===== config.mk =====
export PLATFORM = sky130hd
export DESIGN_NAME = set_clear_interrupt_controller
export DESIGN_NICKNAME = d
export VERILOG_FILES = /design/src/rtl/sci_pkg.sv /design/src/rtl/set_clear_interrupt_controller.sv /design/src/rtl/sci_regs.sv
export SDC_FILE = /design/constraint.sdc
export NUM_CORES = 1
export LEC_CHECK = 0
export ABC_AREA = 1
export BUFFER_PORTS_ARGS = -buffer_cell sky130_fd_sc_hd__buf_2
export CAP_MARGIN = 10
export CORE_ASPECT_RATIO = 0.5
export CORE_UTILIZATION = 45
export CTS_BUF_LIST = sky130_fd_sc_hd__clkbuf_8
export CTS_CLUSTER_DIAMETER = 100
export DETAILED_ROUTE_END_ITERATION = 10
export HOLD_SLACK_MARGIN = 0.06
export PLACE_DENSITY = 0.62
export RECOVER_POWER = 50
export SYNTH_ARGS = -nofsm -noshare
export SYNTH_HDL_FRONTEND = slang
export SYNTH_SLANG_ARGS = --single-unit

===== constraint.sdc =====
create_clock -name aclk -period 4.8 [get_ports aclk]
set_clock_uncertainty 0.1 [all_clocks]
set_input_delay 0.48 -clock aclk [delete_from_list [all_inputs] [get_ports aclk]]
set_output_delay 0.48 -clock aclk [all_outputs]
set_load 0.05 [all_outputs]

===== src/rtl/sci_pkg.sv =====
// ----------------------------------------------------------------------------
// sci_pkg: shared types and constants
// Request kinds, register word map and the result record of the set/clear
// interrupt controller.
// ----------------------------------------------------------------------------
package sci_pkg;

    localparam int unsigned NUM_SOURCES = 32;
    localparam int unsigned DATA_W      = 32;
    localparam int unsigned ADDR_W      = 7;
    localparam int unsigned SEL_W       = 5;
    localparam int unsigned LINE_W      = $clog2(NUM_SOURCES);

    // Request kinds
    localparam logic [1:0] FUNC_READ  = 2'd0;
    localparam logic [1:0] FUNC_WRITE = 2'd1;
    localparam logic [1:0] FUNC_LINE  = 2'd2;

    // Register word indexes
    localparam logic [ADDR_W-1:0] ADDR_MASKED_STATUS = 7'h00;
    localparam logic [ADDR_W-1:0] ADDR_RAW_STATUS    = 7'h01;
    localparam logic [ADDR_W-1:0] ADDR_ENABLE_SET    = 7'h02;
    localparam logic [ADDR_W-1:0] ADDR_ENABLE_CLEAR  = 7'h03;
    localparam logic [ADDR_W-1:0] ADDR_SOFT_IRQ      = 7'h04;
    localparam logic [ADDR_W-1:0] ADDR_FIQ_STATUS    = 7'h40;
    localparam logic [ADDR_W-1:0] ADDR_FIQ_RAW       = 7'h41;
    localparam logic [ADDR_W-1:0] ADDR_FIQ_EN_SET    = 7'h42;
    localparam logic [ADDR_W-1:0] ADDR_FIQ_EN_CLEAR  = 7'h43;
    localparam logic [ADDR_W-1:0] ADDR_FIQ_SELECT    = 7'h7F;

    // Raw status bit shared with the software interrupt
    localparam int unsigned        SOFT_IRQ_BIT = 1;
    // FIQ select value that routes the software interrupt to the FIQ
    localparam logic [SEL_W-1:0]   FIQ_SEL_SOFT = 5'd1;

    typedef struct packed {
        logic [DATA_W-1:0] read_data;
        logic              irq;
        logic              fiq;
    } sci_result_t;

endpackage


===== src/rtl/set_clear_interrupt_controller.sv =====
// ----------------------------------------------------------------------------
// set_clear_interrupt_controller: 32-source IRQ/FIQ controller
// Bus reads, bus writes and source line changes enter on one request channel;
// each request yields one result with read data and both interrupt levels.
// ----------------------------------------------------------------------------
// Usage:
//   s_* channel takes one request per cycle while s_ready is high: s_func
//   selects a bus read, a bus write (s_word_addr, s_write_data) or a line
//   level change (s_line_index, s_line_level). Function code 3 changes nothing.
//   m_* channel returns exactly one result per request, in order:
//   m_read_data (zero unless a read), m_irq_out and m_fiq_out showing the
//   controller state right after that request.
//   m_valid rises in the cycle after acceptance. Throughput is one
//   request per cycle while m_ready keeps up; the state update and result
//   decode are combinational between the request and the output register.
//   When the receiver stalls, the output register holds its result and
//   s_ready stays high only if the register is being emptied the same cycle.
//   Reset (aresetn low, synchronous) clears all status, enables, the FIQ
//   select and the output valid.
// ----------------------------------------------------------------------------
module set_clear_interrupt_controller
    import sci_pkg::*;
(
    input  logic              aclk,
    input  logic              aresetn,
    input  logic              s_valid,
    output logic              s_ready,
    input  logic [1:0]        s_func,
    input  logic [ADDR_W-1:0] s_word_addr,
    input  logic [DATA_W-1:0] s_write_data,
    input  logic [LINE_W-1:0] s_line_index,
    input  logic              s_line_level,
    output logic              m_valid,
    input  logic              m_ready,
    output logic [DATA_W-1:0] m_read_data,
    output logic              m_irq_out,
    output logic              m_fiq_out
);

    logic        accept;
    logic        m_valid_reg;
    sci_result_t result;
    sci_result_t result_reg;

    assign s_ready = !m_valid_reg || m_ready;
    assign accept  = s_valid && s_ready;

    sci_regs u_regs (
        .aclk       (aclk),
        .aresetn    (aresetn),
        .update     (accept),
        .func       (s_func),
        .word_addr  (s_word_addr),
        .write_data (s_write_data),
        .line_index (s_line_index),
        .line_level (s_line_level),
        .result     (result)
    );

    // Output valid
    always_ff @(posedge aclk) begin
        if (!aresetn) begin
            m_valid_reg <= 1'b0;
        end else if (s_ready) begin
            m_valid_reg <= s_valid;
        end
    end

    // Output payload
    always_ff @(posedge aclk) begin
        if (accept) begin
            result_reg <= result;
        end
    end

    assign m_valid     = m_valid_reg;
    assign m_read_data = result_reg.read_data;
    assign m_irq_out   = result_reg.irq;
    assign m_fiq_out   = result_reg.fiq;

endmodule


===== src/rtl/sci_regs.sv =====
// ----------------------------------------------------------------------------
// sci_regs: interrupt controller state and request decode
// Holds raw status, enables and the FIQ path; applies one request per cycle
// while update is high and forms the read data and interrupt levels for it.
// ----------------------------------------------------------------------------
module sci_regs
    import sci_pkg::*;
(
    input  logic              aclk,
    input  logic              aresetn,
    input  logic              update,
    input  logic [1:0]        func,
    input  logic [ADDR_W-1:0] word_addr,
    input  logic [DATA_W-1:0] write_data,
    input  logic [LINE_W-1:0] line_index,
    input  logic              line_level,
    output sci_result_t       result
);

    logic [DATA_W-1:0] raw_reg,  raw_next;
    logic [DATA_W-1:0] en_reg,   en_next;
    logic              fpend_reg, fpend_next;
    logic              fen_reg,   fen_next;
    logic [SEL_W-1:0]  fsel_reg,  fsel_next;
    logic [DATA_W-1:0] rd_data;

    // Read mux against current state
    always_comb begin
        case (word_addr)
            ADDR_MASKED_STATUS: rd_data = raw_reg & en_reg;
            ADDR_RAW_STATUS:    rd_data = raw_reg;
            ADDR_ENABLE_SET:    rd_data = en_reg;
            ADDR_FIQ_STATUS:    rd_data = {{(DATA_W-1){1'b0}}, fen_reg & fpend_reg};
            ADDR_FIQ_RAW:       rd_data = {{(DATA_W-1){1'b0}}, fpend_reg};
            ADDR_FIQ_EN_SET:    rd_data = {{(DATA_W-1){1'b0}}, fen_reg};
            ADDR_FIQ_SELECT:    rd_data = {{(DATA_W-SEL_W){1'b0}}, fsel_reg};
            default:            rd_data = '0;
        endcase
    end

    // Next state for writes and line changes
    always_comb begin
        raw_next   = raw_reg;
        en_next    = en_reg;
        fpend_next = fpend_reg;
        fen_next   = fen_reg;
        fsel_next  = fsel_reg;
        case (func)
            FUNC_WRITE: begin
                case (word_addr)
                    ADDR_ENABLE_SET: begin
                        en_next = en_reg | write_data;
                    end
                    ADDR_ENABLE_CLEAR: begin
                        // dropping enables also drops their raw bits and the soft bit
                        en_next  = en_reg & ~write_data;
                        raw_next = raw_reg & en_next;
                        raw_next[SOFT_IRQ_BIT] = 1'b0;
                    end
                    ADDR_SOFT_IRQ: begin
                        if (write_data[0]) begin
                            raw_next[SOFT_IRQ_BIT] = 1'b1;
                            if (fsel_reg == FIQ_SEL_SOFT) begin
                                fpend_next = 1'b1;
                            end
                        end
                    end
                    ADDR_FIQ_EN_SET: begin
                        fen_next = fen_reg | write_data[0];
                    end
                    ADDR_FIQ_EN_CLEAR: begin
                        fen_next = fen_reg & ~write_data[0];
                        if (fsel_reg == FIQ_SEL_SOFT) begin
                            fpend_next = 1'b0;
                        end
                    end
                    ADDR_FIQ_SELECT: begin
                        fsel_next = write_data[SEL_W-1:0];
                    end
                    default: begin
                    end
                endcase
            end
            FUNC_LINE: begin
                raw_next[line_index] = line_level;
            end
            default: begin
            end
        endcase
    end

    // Result reflects the state after the request
    always_comb begin
        result.read_data = (func == FUNC_READ) ? rd_data : '0;
        result.irq       = |(raw_next & en_next);
        result.fiq       = fen_next & fpend_next;
    end

    // State registers
    always_ff @(posedge aclk) begin
        if (!aresetn) begin
            raw_reg   <= '0;
            en_reg    <= '0;
            fpend_reg <= 1'b0;
            fen_reg   <= 1'b0;
            fsel_reg  <= '0;
        end else if (update) begin
            raw_reg   <= raw_next;
            en_reg    <= en_next;
            fpend_reg <= fpend_next;
            fen_reg   <= fen_next;
            fsel_reg  <= fsel_next;
        end
    end

endmodule

; Yosys cells after proc, flatten, opt, wreduce, memory -nomap -nowiden
; Index checks and enable logic that the tools add are counted.
[op_classes]
n_reduce_logical = 8
bitwise_logic = 11
muxes = 18
eq_ne = 12
addsub = 0
div_mod_pow = 0
n_shift = 0
mul = 0
magnitude_cmp = 2
[ops]
columns = cell, n
row1 = case mux 32 bit (7 select lines), 1
row2 = AND 32 bit, 4
row3 = case mux 32 bit (2 select lines), 2
row4 = "== test 7 bit, second input constant", 5
row5 = bitwise mux 32 bit, 1
row6 = two-way mux 32 bit, 1
row7 = NOT 32 bit, 1
row8 = OR 32 bit, 1
row9 = OR reduction 32 bit, 1
row10 = two-way mux 30 bit, 1
row11 = "== test 7 x 2 -> 1 bit, second input constant", 2
row12 = two-way mux 1 bit, 8
row13 = "== test 7 x 1 -> 1 bit, second input constant", 1
row14 = "== test 7 x 3 -> 1 bit, second input constant", 1
row15 = logical NOT 7 bit, 1
row16 = "less-than comparator 5 x 6 -> 1 bit, second input constant", 1
row17 = case mux 1 bit (2 select lines), 3
row18 = demux 1 bit (select 5 bit), 1
row19 = "== test 5 x 1 -> 1 bit, second input constant", 1
row20 = "greater-or-equal comparator 5 x 1 -> 1 bit, second input constant", 1
row21 = AND 1 bit, 3
row22 = AND reduction 3 bit, 1
row23 = "== test 2 x 1 -> 1 bit, second input constant", 1
row24 = "== test 2 bit, second input constant", 1
row25 = 6 further kinds, 7
[word_totals]
wordCells = 60
mem_bits_ro = 0
input_bits = 51
output_inout_bits = 36
latch_bits = 0
mem_count = 0
ramBits = 0
regBits = 106

; Logic depth before layout (Yosys ltp)
[logic_depth]
depth_word = 8
depth_mapped = 15
mapped_depth_nobuf = 15

; Hierarchy
; Synthesis repeated with hierarchy kept, for this count alone.
[unflattened]
cells_unflattened = 1191
hier_area_um2 = 7450.9
[by_module_without_submodules]
columns = mod, cells_per_inst, n_inst, seq_area_each_um2, area_each_um2
row1 = sci_regs, 1150, 1, 1421.4, 6378.6
row2 = set_clear_interrupt_controller, 41, 1, 1041.0, 1072.3

; Worst setup path before layout
; OpenSTA, ideal clock, no wires.
[synth_path]
path_type = register to register
from = register m_valid_reg, in the netlist m_valid
to = register result_reg, in the netlist m_fiq_out, enable pin
synth_period_minus_slack_ns = 3.214
stages_incl_launch_ff = 6
path_buffers = 2
slack_ns = 1.586
t_required_ns = 4.288
t_arrival_ns = 2.703
cell_sequence = dfxtp_1 -> nand2_1 -> nand2_1 -> inv_1 -> clkbuf_1 -> clkbuf_1
[synth_via]
elab_chain_len = 3
[synth_rtl]
columns = element, line
row1 = start: declaration, set_clear_interrupt_controller.sv:41  ; logic m_valid_reg;
row2 = start signal: assignment, set_clear_interrupt_controller.sv:65  ; m_valid_reg <= s_valid;
row3 = logical NOT 1 bit, set_clear_interrupt_controller.sv:45  ; assign s_ready = !m_valid_reg || m_ready;
row4 = logical OR 1 bit, set_clear_interrupt_controller.sv:45
row5 = named net s_ready, set_clear_interrupt_controller.sv:27  ; output logic s_ready,
row6 = logical AND 1 bit, set_clear_interrupt_controller.sv:46  ; assign accept = s_valid && s_ready;
row7 = named net accept, set_clear_interrupt_controller.sv:40  ; logic accept;
row8 = end signal: assignment, set_clear_interrupt_controller.sv:72  ; result_reg <= result;
row9 = end: declaration, set_clear_interrupt_controller.sv:43  ; sci_result_t result_reg;
; The timed path passes the listed nets, and every way through them passes these cells.
; A chain may end at the register's enable or synchronous reset.

; Worst setup path after layout
[layout_path]
from = register m_valid_reg, in the netlist m_valid
to = register u_regs.raw_reg[4]
[layout_via]
elab_chain_len = 3
[layout_rtl]
columns = element, line
row1 = logical NOT 1 bit, set_clear_interrupt_controller.sv:45
row2 = logical OR 1 bit, set_clear_interrupt_controller.sv:45
row3 = logical AND 1 bit, set_clear_interrupt_controller.sv:46
row4 = end signal: assignment, sci_regs.sv:108  ; raw_reg <= raw_next;
row5 = end: declaration, sci_regs.sv:20  ; logic [DATA_W-1:0] raw_reg, raw_next;
; No other way between the ends.

==> results.toml <==
[job]
cap_viol_max_count = 2

[yosys]
syn-num-nets = 1237
yosysUniqueCellTypes = 30
ys_seq_area_share_pct = 33.40
syn_avg_cell_area_sq_um = 6.232
syn_inst = 1183
ys_ff_latch = 106
yosys_warnings = 0
synthesis.area_sq_um = 7372

[pwr]
power_density_nw_per_um2 = 262.9
p_leak_nw = 3.769
ir_drop_v = 0.0001330
swShare_pct = 34.35
seq_power_share_pct = 48.4
p_sw_mw = 0.7241
p_int_mw = 1.384
power_frac_comb_pct = 23.2
clkPwrFrac_pct = 28.4

[place]
place_ws_ns = 1.636
port_buffers = 86
gp_congestion = 0.8505
hpwl_um = 14660

[sta]
fin_crit_ns = 3.394
relSlewSlack_pct = -37.55
layout_setup_ws_ns = 1.406
post-route-period-util_pct = 70.71
rsz0062_at_grt = "false"
hold_viol = 0
finalSetupViolCount = 0
finalSetupTns_ns = 0
max_freq_mhz = 294.6
tightest_slew_ns = 2.063
drv_slew = 141

[worst_setup_path]
crit_slowest_cell = "clkbuf_1"
critPathArrivalTime_ns = 3.58
reg2reg_slack_ns = 1.41
critPathMostFrequentCell = "nand2_1"
cp-end-kind = "flip-flop"
crit_buf_inv = 3
r2r_end = "u_regs.raw_reg[4]"
critPathKind = "reg2reg"
crit_path_start_kind = "flip-flop"
cp_max_fo = 33
rr_startpoint = "m_valid"
cp_top_family = "buffers and inverters"
worstPathRequired_ns = 4.98
r2r_cells = 7
slowest_delay_ns = 1.36
crit_chain = "nand2_1 -> nand2_1 -> inv_1 -> clkbuf_1 -> nand2_1 -> o211ai_1 -> inv_1"

[drt]
postRouteAntennaNets = 0
drt-total-wl_um = 22790
dr_total_vias = 7919
avgViaCountPerCell = 5.465
drc = 0
detail_route.wl_per_cell_um = 15.73
drt_iter0_markers = 664
first_pass_iters = 5

[die]
dieArea_sq_um = 16930
placementRows = 32
die_y_um = 92.51
start_util_pct = 46.97
die_x_um = 183.0
core_sq_um = 15700
ios = 87

[status]
status = "complete, but fails checks"
violations = "capacitance limit, slew limit"

[global_routing]
grt_antenna_before_repair = 2
grt_pass1_vias = 7121
grt_pass1_wl_um = 36550
grt_start_max_net_pins = 107
globalRouteOverflowTotal = 0
grt_usage_pct = 27.46

[clocking]
cts_hold_buffers = 0
cts_resized = 0
cts_tree = "yes"
root_buffer = "clkbuf_8"
clockBufferDepth = 2
clock_latency_ns = 0.40
post-cts-setup-buffers = 0
clkSinkCount = 106
cts.clk_slew.worst_paths_ns = 0.11
htree_levels = 3
cts_made_buffers = 9

[worst_hold_path]
hold_path_class = "in2reg"
hold_depth = 3
hold_end = "u_regs.fsel_reg[1]"
hp-start = "s_write_data[1]"

[layout]
layout.nets = 1275
area_delta_synth_final_pct = 8.758
drive_gt1_share_pct = 9.054
-- power by group through the flow --
| stage | Sequential, mW | Clock [mW] | Combinational (mW) |
|---|---|---|---|
| 6_report | 1.02 | 0.598 | 0.489 |
| 5_1_grt | 1.03 | 0.641 | 0.544 |
| 4_1_cts | 1.02 | 0.608 | 0.486 |
| 3_5_place_dp | 1.04 | 0 | 0.485 |
| 3_3_place_gp | 1.04 | 0 | 0.477 |
| 2_1_floorplan | 1.08 | 0 | 0.304 |
-- worst max-delay path by stage --
stage	start	endpoint	depth (start not counted)
floorplan	m_valid	m_fiq_out	5
global placement	s_func[1]	m_irq_out	13
detailed placement	s_func[1]	m_irq_out	13
CTS	s_func[1]	m_irq_out	13
global route	m_valid	u_regs.en_reg[0]	8
finish	m_valid	u_regs.raw_reg[4]	7
-- worst min-delay path, stage by stage --
cell and delay [ns]:
buf_2 0.10, nor3_1 0.05, nor2_1 0.08
-- logic make-up (layout without fill, tap and decap cells) --
kind of cell,Yosys count,in the layout,share of synthesized area (%)
compound gates,267,267,19.74
fa+ha+maj,3,3,0.5092
buf+inv,271,314,14.49
flops,106,106,33.40
other cells,0,2,0
simple gates,536,536,31.86
-- layout make-up --
type / instances / area [sq um]
Inverter: 203 / 762.0
Timing Repair Buffer: 95 / 459.2
Clock buffer: 11 / 151.4
Antenna cell: 2 / 5.005
Fill cell: 1666 / 7677
Clock inverter: 5 / 45.04
Sequential cell: 106 / 2462
Multi-Input combinational cell: 806 / 3856
Tap cell: 221 / 276.5
-- cell usage in the layout, fill, tap and decap left out, drive strengths merged, types with 31 or more instances in the layout --
master,instances
a21oi,96
buf,57
clkbuf,49
dfxtp,72
edfxtp,34
inv,202
nand2,288
nand3,138
nor2,60
o21ai,107
o22ai,31
-- metal layers --
metal / vias to the layer above / GRT usage [%] / share of wire, %
li1: 3937 / - / -
met1: 3681 / 38.32 / 48
met2: 272 / 43.35 / 43
met3: 29 / 5.781 / 8.3
met4: 0 / 6.319 / 1.4
met5: - / 0 / 0
-- stage by stage --
stage                     utilization [%]  std cells  cell area (sq um)  hold WS [ns]  total power [mW]
after floorplan                         -       1183               7372        0.3656             1.388
after global placement              50.16       1431               7873        0.3829             1.515
after detailed placement            50.16       1431               7873        0.3941             1.524
after CTS                           51.41       1447               8069        0.2397             2.113
after global routing                51.07       1448               8015        0.2489             2.213
final                               51.08       1449               8018        0.2543             2.108
-- cell usage after synthesis, drive strengths merged --
cell | n | area (sq um)
a211oi | 15 | 112.6
clkinv | 3 | 11.26
nand3b | 2 | 15.01
nor2 | 60 | 265.3
or2 | 23 | 143.9
nor4 | 1 | 6.260
clkbuf | 32 | 120.1
nand2 | 288 | 1086
a31oi | 2 | 12.51
nand3 | 138 | 690.7
o21bai | 3 | 22.52
ha | 3 | 37.54
inv | 200 | 750.7
o21ai | 107 | 535.5
o21a | 1 | 7.510
o22ai | 31 | 193.9
o211ai | 12 | 90.09
nor3 | 7 | 35.03
nand4 | 17 | 106.4
buf | 36 | 186.4
edfxtp | 34 | 1021
a21oi | 96 | 480.5
dfxtp | 72 | 1441
Power figures use the tool's default switching activity.
